## src/rtl/sfd_pkg.sv

```systemverilog
// Shared types, codes and sizes of the sync word frame deframer.
package sfd_pkg;

  // Frame layout and sizing.
  localparam int MAX_FRAME = 2048;
  localparam int HDR_LEN   = 8;
  localparam int BEAT_W    = $clog2(HDR_LEN);

  // Largest payload length that still fits, and the swallow count of an oversized frame.
  localparam logic [16:0] LEN_LIMIT   = 17'(MAX_FRAME - HDR_LEN);
  localparam int          DISC_W      = $clog2(MAX_FRAME - HDR_LEN + 2);
  localparam logic [DISC_W-1:0] DISC_START = DISC_W'(MAX_FRAME - HDR_LEN + 1);

  // Command queue between the parser and the beat expander.
  localparam int QDEPTH = 8;
  localparam int QPTR_W = $clog2(QDEPTH);

  // Configuration port.
  localparam int CFG_IDX_W = 2;
  localparam int CFG_DATA_W = 32;
  localparam logic [CFG_IDX_W-1:0] CFG_SIGNATURE   = 2'd0;
  localparam logic [CFG_IDX_W-1:0] CFG_STATUS_TYPE = 2'd1;

  // Reset values of the configuration registers.
  localparam logic [31:0] SIGNATURE_RST   = 32'h0BAD_F00D;
  localparam logic [15:0] STATUS_TYPE_RST = 16'h0004;

  // Result kinds.
  localparam logic [1:0] KIND_FWD       = 2'd0;
  localparam logic [1:0] KIND_STATUS_OK = 2'd1;
  localparam logic [1:0] KIND_SHORT     = 2'd2;

  // One queued command: a single result beat or a whole header burst.
  typedef struct packed {
    logic            burst;
    logic [1:0]      kind;
    logic            frame_end;
    logic [7:0][7:0] bytes;
    logic [7:0]      root;
    logic [7:0]      version;
  } cmd_t;

endpackage

```

## src/rtl/sfd_front.sv

```systemverilog
// Parser front end: header hunting, frame classification and command generation.
module sfd_front import sfd_pkg::*; (
  input  logic                  clk,
  input  logic                  rst,
  input  logic                  push,
  input  logic [7:0]            rx_byte,
  input  logic                  q_full,
  input  logic                  cfg_we,
  input  logic [CFG_IDX_W-1:0]  cfg_index,
  input  logic [CFG_DATA_W-1:0] cfg_wdata,
  output logic                  q_wr,
  output cmd_t                  q_cmd
);

  localparam logic [1:0] MODE_HUNT    = 2'd0;
  localparam logic [1:0] MODE_FWD     = 2'd1;
  localparam logic [1:0] MODE_STATUS  = 2'd2;
  localparam logic [1:0] MODE_DISCARD = 2'd3;

  logic [31:0]       signature;
  logic [15:0]       status_type;
  logic [7:0][7:0]   window, window_next;
  logic [2:0]        fill, fill_next;
  logic [1:0]        mode, mode_next;
  logic [15:0]       bytes_left, bytes_left_next;
  logic [1:0]        pidx, pidx_next;
  logic [DISC_W-1:0] discard_left, discard_left_next;
  logic [7:0]        pending_root, pending_root_next;
  logic [7:0]        pending_version, pending_version_next;
  logic [7:0]        held_root, held_root_next;
  logic [7:0]        held_version, held_version_next;

  logic              accept;
  logic [7:0][7:0]   win_new;
  logic [31:0]       hdr_sig;
  logic [15:0]       hdr_type;
  logic [15:0]       hdr_len;
  logic              last;

  assign accept = push & ~q_full;

  // Configuration registers; unknown indexes are ignored.
  always_ff @(posedge clk) begin
    if (rst) begin
      signature   <= SIGNATURE_RST;
      status_type <= STATUS_TYPE_RST;
    end else if (cfg_we) begin
      case (cfg_index)
        CFG_SIGNATURE:   signature   <= cfg_wdata;
        CFG_STATUS_TYPE: status_type <= cfg_wdata[15:0];
        default: ;
      endcase
    end
  end

  // The header window with the new byte dropped in at the fill position.
  always_comb begin
    win_new       = window;
    win_new[fill] = rx_byte;
  end

  assign hdr_sig  = {win_new[3], win_new[2], win_new[1], win_new[0]};
  assign hdr_type = {win_new[5], win_new[4]};
  assign hdr_len  = {win_new[7], win_new[6]};
  assign last     = (bytes_left <= 16'd1);

  // Next state of the parser and the command that the byte produces.
  always_comb begin
    window_next          = window;
    fill_next            = fill;
    mode_next            = mode;
    bytes_left_next      = bytes_left;
    pidx_next            = pidx;
    discard_left_next    = discard_left;
    pending_root_next    = pending_root;
    pending_version_next = pending_version;
    held_root_next       = held_root;
    held_version_next    = held_version;
    q_wr                 = 1'b0;
    q_cmd                = '0;

    unique case (mode)
      MODE_FWD: begin
        bytes_left_next = last ? 16'd0 : bytes_left - 16'd1;
        if (last) begin
          mode_next = MODE_HUNT;
        end
        q_wr            = 1'b1;
        q_cmd.kind      = KIND_FWD;
        q_cmd.bytes[0]  = rx_byte;
        q_cmd.frame_end = last;
      end
      MODE_STATUS: begin
        if (pidx == 2'd0) begin
          pending_root_next = rx_byte;
        end
        if (pidx == 2'd1) begin
          pending_version_next = rx_byte;
        end
        pidx_next       = (pidx == 2'd2) ? 2'd2 : pidx + 2'd1;
        bytes_left_next = last ? 16'd0 : bytes_left - 16'd1;
        if (last) begin
          mode_next       = MODE_HUNT;
          q_wr            = 1'b1;
          q_cmd.frame_end = 1'b1;
          if (pidx_next == 2'd2) begin
            held_root_next    = pending_root_next;
            held_version_next = pending_version_next;
            q_cmd.kind        = KIND_STATUS_OK;
          end else begin
            q_cmd.kind = KIND_SHORT;
          end
        end
      end
      MODE_DISCARD: begin
        discard_left_next = (discard_left != '0) ? discard_left - DISC_W'(1) : discard_left;
        if (discard_left_next == '0) begin
          mode_next = MODE_HUNT;
          fill_next = 3'd0;
        end
      end
      MODE_HUNT: begin
        if (fill != 3'd7) begin
          window_next = win_new;
          fill_next   = fill + 3'd1;
        end else if (hdr_sig != signature) begin
          // Slide the window by one byte and keep hunting.
          window_next = {8'h00, win_new[7:1]};
          fill_next   = 3'd7;
        end else begin
          window_next = win_new;
          fill_next   = 3'd0;
          if ({1'b0, hdr_len} > LEN_LIMIT) begin
            mode_next         = MODE_DISCARD;
            discard_left_next = DISC_START;
          end else if (hdr_type == status_type) begin
            if (hdr_len == 16'd0) begin
              q_wr            = 1'b1;
              q_cmd.kind      = KIND_SHORT;
              q_cmd.frame_end = 1'b1;
            end else begin
              mode_next       = MODE_STATUS;
              bytes_left_next = hdr_len;
              pidx_next       = 2'd0;
            end
          end else begin
            q_wr            = 1'b1;
            q_cmd.burst     = 1'b1;
            q_cmd.kind      = KIND_FWD;
            q_cmd.bytes     = win_new;
            q_cmd.frame_end = (hdr_len == 16'd0);
            if (hdr_len != 16'd0) begin
              mode_next       = MODE_FWD;
              bytes_left_next = hdr_len;
            end
          end
        end
      end
      default: ;
    endcase

    q_cmd.root    = held_root_next;
    q_cmd.version = held_version_next;
    q_wr          = q_wr & accept;
  end

  // Parser state advances once per accepted beat.
  always_ff @(posedge clk) begin
    if (rst) begin
      window          <= '0;
      fill            <= 3'd0;
      mode            <= MODE_HUNT;
      bytes_left      <= 16'd0;
      pidx            <= 2'd0;
      discard_left    <= '0;
      pending_root    <= 8'd0;
      pending_version <= 8'd0;
      held_root       <= 8'd0;
      held_version    <= 8'd0;
    end else if (accept) begin
      window          <= window_next;
      fill            <= fill_next;
      mode            <= mode_next;
      bytes_left      <= bytes_left_next;
      pidx            <= pidx_next;
      discard_left    <= discard_left_next;
      pending_root    <= pending_root_next;
      pending_version <= pending_version_next;
      held_root       <= held_root_next;
      held_version    <= held_version_next;
    end
  end

`ifndef SYNTHESIS
  // A command is never written into a full queue.
  assert property (@(posedge clk) disable iff (rst) q_wr |-> !q_full)
    else $error("command written into a full queue");

  // An oversized frame being swallowed produces no commands.
  assert property (@(posedge clk) disable iff (rst) (mode == MODE_DISCARD) |-> !q_wr)
    else $error("command produced while discarding");
`endif

endmodule

```

## src/rtl/sfd_cmd_q.sv

```systemverilog
// Short command queue between the parser and the beat expander.
module sfd_cmd_q import sfd_pkg::*; (
  input  logic clk,
  input  logic rst,
  input  logic wr,
  input  cmd_t wr_cmd,
  input  logic rd,
  output cmd_t head,
  output logic full,
  output logic empty
);

  cmd_t              slots [QDEPTH];
  logic [QPTR_W-1:0] wr_ptr;
  logic [QPTR_W-1:0] rd_ptr;
  logic [QPTR_W:0]   count;

  assign full  = (count == (QPTR_W+1)'(QDEPTH));
  assign empty = (count == '0);
  assign head  = slots[rd_ptr];

  // Command storage.
  always_ff @(posedge clk) begin
    if (wr) begin
      slots[wr_ptr] <= wr_cmd;
    end
  end

  // Pointers and occupancy.
  always_ff @(posedge clk) begin
    if (rst) begin
      wr_ptr <= '0;
      rd_ptr <= '0;
      count  <= '0;
    end else begin
      if (wr) begin
        wr_ptr <= wr_ptr + QPTR_W'(1);
      end
      if (rd) begin
        rd_ptr <= rd_ptr + QPTR_W'(1);
      end
      if (wr && !rd) begin
        count <= count + (QPTR_W+1)'(1);
      end else if (rd && !wr) begin
        count <= count - (QPTR_W+1)'(1);
      end
    end
  end

`ifndef SYNTHESIS
  // Occupancy never exceeds the queue depth.
  assert property (@(posedge clk) disable iff (rst) count <= (QPTR_W+1)'(QDEPTH))
    else $error("command queue overflow");

  // The back end never reads an empty queue.
  assert property (@(posedge clk) disable iff (rst) rd |-> !empty)
    else $error("command queue read while empty");
`endif

endmodule

```

## src/rtl/sfd_back.sv

```systemverilog
// Beat expander: turns queued commands into result beats.
module sfd_back import sfd_pkg::*; (
  input  logic       clk,
  input  logic       rst,
  input  cmd_t       head,
  input  logic       q_empty,
  input  logic       pop,
  output logic       q_rd,
  output logic [1:0] result_kind,
  output logic [7:0] out_byte,
  output logic       frame_end,
  output logic [7:0] root_value,
  output logic [7:0] version
);

  logic [BEAT_W-1:0] beat;
  logic              last_beat;
  logic              take;

  assign last_beat = !head.burst || (beat == BEAT_W'(HDR_LEN - 1));
  assign take      = pop & ~q_empty;
  assign q_rd      = take & last_beat;

  // Result fields of the current beat.
  assign result_kind = head.kind;
  assign out_byte    = head.burst ? head.bytes[beat] : head.bytes[0];
  assign frame_end   = head.frame_end & last_beat;
  assign root_value  = head.root;
  assign version     = head.version;

  // Beat position within a header burst.
  always_ff @(posedge clk) begin
    if (rst) begin
      beat <= '0;
    end else if (take) begin
      beat <= last_beat ? '0 : beat + BEAT_W'(1);
    end
  end

`ifndef SYNTHESIS
  // A burst in progress always has its command at the queue head.
  assert property (@(posedge clk) disable iff (rst) (beat != '0) |-> (!q_empty && head.burst))
    else $error("burst position without a burst command");
`endif

endmodule

```

## src/rtl/sync_word_frame_deframer_top.sv

```systemverilog
// Throughput: one received beat per cycle while full is low; a header burst drains at
// one result beat per cycle while pop is high from an eight-entry command queue, and
// full rises only while that queue is full. Accepted beats' commands wait there.
// Reset: synchronous active-high rst clears the parser, the queue and the latched status,
// and restores frame_signature to 0x0BADF00D and status_frame_type to 4.
module sync_word_frame_deframer_top import sfd_pkg::*; (
  input  logic                  clk,
  input  logic                  rst,
  input  logic                  push,
  output logic                  full,
  input  logic [7:0]            rx_byte,
  output logic                  empty,
  input  logic                  pop,
  output logic [1:0]            result_kind,
  output logic [7:0]            out_byte,
  output logic                  frame_end,
  output logic [7:0]            root_value,
  output logic [7:0]            version,
  input  logic                  cfg_we,
  input  logic [CFG_IDX_W-1:0]  cfg_index,
  input  logic [CFG_DATA_W-1:0] cfg_wdata
);

  logic q_wr;
  logic q_rd;
  logic q_full;
  logic q_empty;
  cmd_t q_cmd;
  cmd_t q_head;

  assign full  = q_full;
  assign empty = q_empty;

  // Front end: parse received beats into commands.
  sfd_front u_front (
    .clk       (clk),
    .rst       (rst),
    .push      (push),
    .rx_byte   (rx_byte),
    .q_full    (q_full),
    .cfg_we    (cfg_we),
    .cfg_index (cfg_index),
    .cfg_wdata (cfg_wdata),
    .q_wr      (q_wr),
    .q_cmd     (q_cmd)
  );

  // Decoupling queue.
  sfd_cmd_q u_cmd_q (
    .clk    (clk),
    .rst    (rst),
    .wr     (q_wr),
    .wr_cmd (q_cmd),
    .rd     (q_rd),
    .head   (q_head),
    .full   (q_full),
    .empty  (q_empty)
  );

  // Back end: expand commands into result beats.
  sfd_back u_back (
    .clk         (clk),
    .rst         (rst),
    .head        (q_head),
    .q_empty     (q_empty),
    .pop         (pop),
    .q_rd        (q_rd),
    .result_kind (result_kind),
    .out_byte    (out_byte),
    .frame_end   (frame_end),
    .root_value  (root_value),
    .version     (version)
  );

endmodule

```

## config.mk

```make
export PLATFORM = sky130hd
export DESIGN_NAME = sync_word_frame_deframer_top
export DESIGN_NICKNAME = d
export VERILOG_FILES = /design/src/rtl/sfd_pkg.sv /design/src/rtl/sfd_front.sv /design/src/rtl/sfd_cmd_q.sv /design/src/rtl/sfd_back.sv /design/src/rtl/sync_word_frame_deframer_top.sv
export SDC_FILE = /design/constraint.sdc
export NUM_CORES = 1
export LEC_CHECK = 0
export BUFFER_PORTS_ARGS = -buffer_cell sky130_fd_sc_hd__buf_2
export CAP_MARGIN = 20
export CELL_PAD_IN_SITES_DETAIL_PLACEMENT = 2
export CELL_PAD_IN_SITES_GLOBAL_PLACEMENT = 2
export CORE_MARGIN = 2
export CORE_UTILIZATION = 29
export CTS_CLUSTER_SIZE = 20
export DETAILED_ROUTE_END_ITERATION = 7
export GPL_TIMING_DRIVEN = 0
export HOLD_SLACK_MARGIN = 0.05
export PLACE_DENSITY = 0.51
export SETUP_SLACK_MARGIN = 0.4
export SLEW_MARGIN = 20
export SYNTH_ARGS = -nofsm -noshare
export SYNTH_HDL_FRONTEND = slang
export SYNTH_HIERARCHICAL = 1
export SYNTH_SLANG_ARGS = --single-unit
export TNS_END_PERCENT = 30
```

## constraint.sdc

```tcl
create_clock -name clk -period 13.6 [get_ports clk]
set_input_delay 1.36 -clock clk [delete_from_list [all_inputs] [get_ports clk]]
set_output_delay 1.36 -clock clk [all_outputs]
set_load 0.05 [all_outputs]
```

# Yosys cells after proc, flatten, opt, wreduce, memory -nomap -nowiden
# Memories as Yosys holds them, arrays and structs flattened. A register that Yosys moved wholly into a read port is not among the register bits.
# Index checks and enable logic that the tools add are counted.
[totals] ff_bits=191 mem_bits_rw=672 in_bits=47 out_inout_bits=29 word_cells=174 memories=1
[memory_table] name="u_cmd_q.slots" words=8 word_bits=84 read_ports=1 rd_clocked_by_memory_dff=1 write_ports=1 line_no="sfd_cmd_q.sv:13" text="cmd_t slots [QDEPTH];"
[op_classes] n_addsub=9 magnitude_cmp=5 eq_ne=24 mux=76 n_bitwise=7 reduce_logical=29
[op_table] operator="two-way mux 68 bit" n=3
[op_table] operator="two-way mux 64 bit" n=3
[op_table] operator="two-way mux 16 bit" n=7
[op_table] operator="two-way mux 8 bit" n=11
[op_table] operator="bitwise mux 64 bit" n=1
[op_table] operator="two-way mux 56 bit" n=1
[op_table] operator="two-way mux 11 bit" n=4
[op_table] operator="inequality test 32 bit" n=1
[op_table] operator="case mux 16 bit (2 select lines)" n=1
[op_table] operator="two-way mux 2 bit" n=15
[op_table] operator="two-way mux 3 bit" n=9
[op_table] operator="binary-select mux 8 bit (select 3 bit)" n=1
[op_table] operator="demux 8 bit (select 3 bit)" n=1
[op_table] operator="case mux 11 bit (2 select lines)" n=1
[op_table] operator="AND reduction 7 bit" n=3
[op_table] operator="equality test 16 bit" n=1
[op_table] operator="greater-than comparator 16 x 11 -> 1 bit, second input constant" n=1
[op_table] operator="less-or-equal comparator 16 x 1 -> 1 bit, second input constant" n=1
[op_table] operator="logical NOT 16 bit" n=1
[op_table] operator="case mux 8 bit (2 select lines)" n=1
[op_table] operator="nonzero test 16 bit" n=1
[op_table] operator="subtractor 16 x 1 -> 16 bit, second input constant" n=1
[op_table] operator="adder 3 x 1 -> 3 bit, second input constant" n=4
[op_table] operator="logical NOT 11 bit" n=1
[op_table] operator="36 further kinds" n=76

# Depth between registers and ports, before layout
# Gate-level depths: netlist of the first run.
[logic_depth] word_depth=17 mapped_depth=19 mapped_depth_nobuf=15

# Hierarchy
# Netlist of the first run, hierarchy kept.
[modules_own_cells] mod="sfd_cmd_q" instances=1 cells_per_inst=1040 area_each_um2=25821.0 seq_area_each_um2=20439.6
[modules_own_cells] mod="sfd_front" instances=1 cells_per_inst=1406 area_each_um2=10478.8 seq_area_each_um2=3563.4
[modules_own_cells] mod="sfd_back" instances=1 cells_per_inst=120 area_each_um2=996.0 seq_area_each_um2=60.1

# Worst setup path after synthesis of the first run
# No wires, ideal clock.
[synth_timing] path_kind="input -> register" startpoint="input port rx_byte[2]" endpoint="memory u_cmd_q/slots[4][0] (netlist bit) (enable)" setup_time_ns=0.630 arrival_time_ns=9.621 t_required_ns=12.970 setup_slack_ns=3.349 path_stages=12 path_buffers=2 cell_sequence="clkbuf_1 > nand2b_1 > a31oi_1 > a211o_1 > nor4_2 > o2111a_2 > and3_1 > buf_4 > nand4_4 > a221oi_1 > nand2_1 > nor3_1"
[synth_between] elab_chain_cells=11 word_cells_on_any_way=14 classes_between="order compare: 1; eq/ne: 2; mux: 9; bitwise: 1; reduce/logical: 1"
[synth_lines] item="start, declared" line_no="sync_word_frame_deframer_top.sv:11" text="input logic [7:0] rx_byte,"
[synth_lines] item="bitwise mux 64 bit (*)" line_no="sfd_front.sv:59" text="win_new[fill] = rx_byte;"
[synth_lines] item="branches (longest 4 deep; another with greater-than comparator 16 x 11 -> 1 bit)"
[synth_lines] item="two-way mux 1 bit (*)" line_no="sfd_front.sv:126" text="end else if (hdr_sig != signature) begin"
[synth_lines] item="two-way mux 1 bit (*)" line_no="sfd_front.sv:123" text="if (fill != 3'd7) begin"
[synth_lines] item="case mux 1 bit (3 select lines) (*)" line_no="sfd_front.sv:82" text="unique case (mode)"
[synth_lines] item="bitwise AND 1 bit (*)" line_no="sfd_front.sv:164" text="q_wr = q_wr & accept;"
[synth_lines] item="named net q_wr" line_no="sync_word_frame_deframer_top.sv:24" text="logic q_wr;"
[synth_lines] item="two-way mux 1 bit (*)" line_no="sfd_cmd_q.sv:24" text="if (wr) begin"
[synth_lines] item="two-way mux 1 bit (implied by the code) (*)" line_no="sfd_cmd_q.sv:25" text="slots[wr_ptr] <= wr_cmd;"
[synth_lines] item="end, declared" line_no="sfd_cmd_q.sv:13"
# Mark *: on every way through the listed nets, which the timed path passes.

# Final worst setup path of the first run
[layout_timing] startpoint="input port rx_byte[5]" endpoint="memory u_cmd_q/slots[4][46] (netlist bit) (enable)"
# The elaborated chain is that of the path after synthesis.

==> results of run 1 <==
==> synthesized netlist by cell type (4+ instances only) <==
cell,count,area [sq um]
edfxtp_1,672,20200
nand2_1,220,826
nor2_1,197,739
dfxtp_1,194,3880
mux4_2,168,3780
a21oi_1,129,646
clkbuf_1,100,375
nor3_1,93,465
mux2_2,85,957
mux2i_1,83,831
inv_1,49,184
a221o_1,48,480
nand3_1,47,235
buf_2,30,150
nor2b_1,30,188
o21ai_0,30,150
buf_4,29,218
xnor2_1,28,245
nand2b_1,19,119
buf_1,18,67.6
ha_1,18,225
buf_6,16,180
and3_1,15,93.8
o22ai_1,15,93.8
a211oi_1,14,105
a31oi_1,13,81.3
xor2_1,13,114
a22oi_1,12,90.1
o2bb2ai_1,11,96.3
a211o_1,9,78.8
a41o_1,9,90.1
nand4_1,9,56.3
o211ai_1,8,60.1
or2_2,8,50.1
a221oi_1,7,61.3
nor4_1,7,43.8
o2111ai_1,7,61.3
or3_1,7,43.8
a2111oi_1,5,50.1
nand3b_1,5,37.5
or4_1,5,37.5
a2111oi_0,4,35.0
o31ai_1,4,30.0
==> worst reg2reg max path, cell delays in order, from the launching register on <==
cell,delay (ns)
dfxtp_1,0.34
buf_2,0.17
buf_4,0.24
nor3b_4,0.55
mux2i_1,0.76
xor2_1,0.20
nand4_1,0.15
nor3_2,0.57
and3_1,0.33
buf_4,0.24
nand4_4,0.33
a221oi_1,0.79
nand2_1,0.43
nor3_2,0.69
buf_4,0.33
buf_6,0.18
buf_4,0.20
buf_6,0.17
buf_6,0.14
==> registers in the layout, indices dropped and copies added (netlist names), named ones only <==
register and flops:
u_front/fill 3, u_front/signature 32, u_cmd_q/count 4, u_front/window 64
u_front/held_version 8, u_front/held_root 8, u_front/pidx 2, u_cmd_q/slots 672
u_front/bytes_left 16, u_front/mode 2, u_cmd_q/rd_ptr 3, u_cmd_q/wr_ptr 3
u_front/discard_left 11, u_back/beat 3, u_front/pending_root 8, u_front/status_type 16
u_front/pending_version 8
==> cells by family after synthesis <==
kind of cell	after synthesis	share of synthesized area, %
other	1	0.0101
AOI/OAI and AO/OA	372	7.10
adders and majority gates	19	0.658
buffers and inverters	246	3.28
xor gates and xnor gates	41	0.963
and+or+nand+nor	685	8.52
muxes	336	14.9
DFF	866	64.5
==> power by group <==
group | total [mW] | internal [mW] | switching [mW]
logic | 0.194 | 0.0559 | 0.138
registers | 2.85 | 2.83 | 0.0181
clock network | 2.69 | 1.57 | 1.13
total | 5.73 | 4.45 | 1.28
==> metal layers <==
metal	global-route usage [%]	routed length (um)	up-vias	part of all wire [%]
li1	-	-	10420	-
met1	26.7	59700	12563	46
met2	33.1	62000	396	48
met3	2.26	3470	171	2.7
met4	6.13	3700	0	2.9
met5	0	0	-	0
==> final cells by class <==
class | instances | area [sq um]
fillers | 12925 | 83200
flip-flops and latches | 866 | 24100
multi-input cells | 1458 | 12100
clock buffers | 129 | 2720
well taps | 1662 | 2080
repair buffers | 142 | 1530
plain buffers | 197 | 1040
clock inverters | 56 | 546
inverters | 49 | 184
diodes | 2 | 5.00
==> worst max path at each step <==
stage | slack [ns] | to | from
6_report | 6.09 | u_cmd_q/slots[4][46] | rx_byte[5]
5_1_grt | 5.69 | u_cmd_q/slots[4][41] | rx_byte[5]
4_1_cts | 5.58 | u_cmd_q/slots[4][41] | rx_byte[5]
3_5_place_dp | 4.84 | u_cmd_q/slots[4][45] | rx_byte[5]
3_3_place_gp | -6.63 | u_cmd_q/slots[4][45] | rx_byte[5]
2_1_floorplan | 3.35 | u_cmd_q/slots[4][0] | rx_byte[2]
==> flow_summary.yaml, run 1 <==
logic_synthesis:
  ys_seq_area_share_pct: 64.5
  ys.flop_type: "edfxtp_1"
  synth_warnings: 6
  yosysUniqueCellTypes: 91
  avgSynthCellArea_sq_um: 14.5
  ys_ff_latch: 866
  synth-async-reset-ratio_pct: 0
  synth_edf_count: 672
  synth_cells: 2566
  syn-cell-area_sq_mm: 0.0373
worst_setup_path:
  cp_num_cells: 17
  crit_type: "in2reg"
  reg2regPathDepth: 18
  r2r_slack_ns: 6.47
  cp.arrival_ns: 7.92
  worst_r2r_startpoint: "u_front/fill[1]"
  crit_buf_inv: 8
  slowest_stage: "clkbuf_1"
  max_stage_delay_ns: 0.88
  cp_top_family: "buffers and inverters"
  cp-start-kind: "input pin"
  critPathMaxFanout: 10
  path_cells: "clkbuf_1, clkbuf_1, nand3_1, a22oi_1, o22ai_1, nor3_2, and3_1, buf_4, nand4_4, a221oi_1, nand2_1, nor3_2, buf_4, buf_6, buf_4, buf_6, buf_6"
  worstSetupEndpointType: "flip-flop"
  worstPathRequired_ns: 14.01
  reg2reg_to: "u_cmd_q/slots[4][46]"
timing:
  worst_pin_slew_ns: 1.19
  grt_setup_unrepaired: "false"
  fin_ws_ns: 6.09
  slew_headroom_pct: 18.6
  finClkSkew_ns: 0.0252
  fin_crit_sh_pct: 55.2
  holdWs_ns: 0.459
  period_needed_ns: 7.51
  hold_violations: 0
  setup_viol: 0
  maxSlewViolCount: 0
  setup_tns_ns: 0
  fmax_ghz: 0.133
detailed_routing:
  ant_nets: 0
  vias_per_cell: 5.16
  wl_mm: 129
  num_vias: 23550
  wl_per_cell_um: 28.2
  drt-pass1-iter-count: 5
  drc_errors: 0
  drt_iter0_markers: 1463
clock_network:
  clk_pin_slew_ns: 0.06
  post_cts_resized: 0
  cts_max_path_buffers: 3
  cts_buffers: 98
  cts_num_sinks: 866
  cts_tree: "yes"
  insertion_delay_ns: 0.71
  htreeDepth: 3
  hold_buffers: 0
  post_cts_buffers: 0
  clockRootBuffer: "clkbuf_16"
placed_design:
  routabilityCongestion: 0.835
  io_buffers: 71
  post-place-ws_ns: 4.84
  dp_cells: 4372
  place_area_sq_mm: 0.0410
  dp_hpwl_mm: 94.2
pwr:
  leakagePower_nw: 13.9
  powerDensity_mw_per_mm2: 129
  total_power_mw: 5.73
  ir_worst_vdd_mv: 0.0971
min_path:
  hold_depth: 2
  hold_path_class: "reg2reg"
  min_to: "u_front/pending_root[5]"
  worstHoldStart: "u_front/pending_root[5]"
run_status:
  status: "finished, final reports clean"
layout:
  nNetsFinal: 2878
  utilization_pct: 34.7
  drive_gt1_share_pct: 23.4
  final_cells: 4561
  area_growth_pct: 18.7
  final_common_cell: "edfxtp_1"
  final_cell_mix: "edfxtp_1, nand2_1, dfxtp_1"
  final_area_sq_mm: 0.0443
floorplanning:
  core_area_sq_mm: 0.128
  die_area_sq_mm: 0.131
  fp.dieW_um: 363
  row_count: 131
  io_pins: 76
  dieHeight_um: 363
  start_util_pct: 29.2
global_route:
  grtUsageTotal_pct: 19.7
  grt_max_degree: 19
  grt_pass1_vias: 26358
  grt_overflow: 0
  grt_pass1_wl_mm: 189
  grt_antenna_before_repair: 2
run:
  drv_cap: 0
Note: power is estimated with default switching activity, not from simulation.
==> run 2, diff against run 1 <==
Clock period 13.6 ns to 7.8 ns, I/O delays scaled along.
==> run 2 against run 1 <==
First-iteration DRC count is 1.7% lower. Sequential share of layout area hardly changed. Die area stayed put. Utilization hardly changed. Worst hold slack worse by 0.13 ns. Register-to-register slack worse by 5.5 ns. Wire length is 0.23% lower. Worst setup slack worse by 5.1 ns. Highest routed layer is now met5. Sequential power is 74% higher.
==> flow_summary.yaml, run 2 (synthesized netlist as in run 1, its figures left out) <==
run_status:
  status: "finished, final reports clean"
layout:
  largest_register_ffs: 672
  drive_gt1_share_pct: 22.4
  area_growth_pct: 18.6
  nNetsFinal: 2873
  final_common_cell: "edfxtp_1"
  final_cells: 4554
  reg.largest.list: "u_cmd_q/slots (672), u_front/window (64), u_front/signature (32)"
  final_cell_mix: "edfxtp_1, nand2_1, dfxtp_1"
  fill_cells: 12992
  regMostFlops: "u_cmd_q/slots"
pwr:
  p_sw_mw: 2.20
  total_power_mw: 10.0
  internal-power_mw: 7.80
  p_seq_share_pct: 49.6
  switching_share_pct: 22.0
  p_comb_share_pct: 3.4
  powerDensity_mw_per_mm2: 226
  ir_worst_vdd_mv: 0.161
  leakagePower_nw: 13.8
  clockPowerShare_pct: 47.0
detailed_routing:
  wl_mm: 129
  num_vias: 23572
  drt_iter0_markers: 1438
  ant_nets: 0
  drc_errors: 0
  wl_per_cell_um: 28.2
  vias_per_cell: 5.18
  drt-pass1-iter-count: 5
timing:
  fmax_ghz: 0.146
  period_needed_ns: 6.85
  fin_ws_ns: 0.947
  setup_viol: 0
  worst_pin_slew_ns: 1.09
  hold_violations: 0
  grt_setup_unrepaired: "false"
  fin_crit_sh_pct: 87.9
  maxSlewViolCount: 0
  finClkSkew_ns: 0.0272
  slew_headroom_pct: 25.6
worst_setup_path:
  worstSetupEndpointType: "flip-flop"
  worstPathRequired_ns: 8.19
  max_stage_delay_ns: 0.89
  crit_type: "reg2reg"
  path_cells: "buf_2, buf_4, nor3b_4, mux2i_1, xor2_1, nand4_1, nor3_2, and3_1, buf_4, nand4_4, a221oi_1, buf_2, buf_2, nand2b_1, nor3_2, buf_6, buf_6, buf_4, buf_6, buf_4"
  critPathMaxFanout: 10
  cp_common_cell: "buf_4"
  cp-start-kind: "flip-flop"
  cp.arrival_ns: 7.24
  slowest_stage: "mux2i_1"
clock_network:
  htreeDepth: 3
  hold_buffers: 0
  cts_buffers: 99
  post_cts_buffers: 0
  insertion_delay_ns: 0.70
  cts_max_path_buffers: 3
  cts_num_sinks: 866
  cts_tree: "yes"
  clockRootBuffer: "clkbuf_16"
  post_cts_resized: 0
  clk_pin_slew_ns: 0.06
min_path:
  hold_path_class: "in2reg"
floorplanning:
  io_pins: 76
  core_area_sq_mm: 0.128
  dieHeight_um: 363
  start_util_pct: 29.2
  fp.dieW_um: 363
  die_area_sq_mm: 0.131
  row_count: 131
placed_design:
  routabilityCongestion: 0.808
  dp_cells: 4368
  post-place-ws_ns: 0.575
  io_buffers: 71
  dp_hpwl_mm: 93.6
global_route:
  grt_antenna_before_repair: 4
  grt_overflow: 0
  grt_max_degree: 20
  grtUsageTotal_pct: 19.7
  grt_pass1_wl_mm: 188
  grt_pass1_vias: 26120
run:
  drv_cap: 0
-- run 2: per-layer routing --
| metal | GRT usage, % | up-vias | share of wire, % | routed length, um |
|---|---|---|---|---|
| met5 | 0 | - | 0.010 | 13 |
| li1 | - | 10418 | - | - |
| met3 | 2.23 | 162 | 3.2 | 4050 |
| met2 | 33.7 | 453 | 50 | 63700 |
| met1 | 26.2 | 12537 | 45 | 57600 |
| met4 | 6.00 | 2 | 2.5 | 3180 |
-- run 2: final timing paths --
check | cells past startpoint | endpoint | slack [ns] | from
setup / recovery | 20 | u_cmd_q/slots[0][44] | 0.95 | u_front/fill[1]
hold / removal | 3 | u_front/signature[16] | 0.33 | cfg_wdata[16]
setup reg to reg | 20 | u_cmd_q/slots[0][44] | 0.95 | u_front/fill[1]
hold reg to reg | 2 | u_front/pending_root[4] | 0.45 | u_front/pending_root[4]
-- run 2: area by class of cell --
class                      count  area (sq um)  area share (%)
buffer                       197          1040            2.36
timing repair buffer         136          1520            3.43
tap                         1662          2080            4.70
clock inverter                59           567            1.28
antenna                        2          5.00          0.0113
sequential                   866         24100            54.4
inverter                      49           184           0.416
clock buffer                 125          2670            6.03
multi-input combinational   1458         12100            27.4
-- run 2: critical path, delay by kind of cell, from the launching register on --
kind            cells  cell delay (ns)
xor+xnor            1             0.19
simple gates        7             2.78
compound gates      1             0.35
flops               1             0.33
mux                 1             0.89
buf+inv            10             1.99
-- run 2: per-stage QoR --
stage / util [%] / hold WS [ns] / area [sq um] / TNS (ns)
after floorplan: - / 0.436 / 37300 / -156.87
after global placement: 31.2 / 0.442 / 39800 / -4842.69
after detailed placement: 32.2 / 0.448 / 41000 / 0
after CTS: 34.7 / 0.278 / 44200 / 0
after global routing: 34.7 / 0.333 / 44200 / 0
final: 34.7 / 0.332 / 44200 / 0
-- run 2: power by group through the flow --
stage               clock network, mW  logic [mW]  registers (mW)
global route                     5.02       0.365            4.96
floorplan                           0       0.191            5.04
global placement                    0       0.334            5.06
finish                           4.71       0.340            4.96
detailed placement                  0       0.340            5.06
CTS                              4.85       0.342            4.96
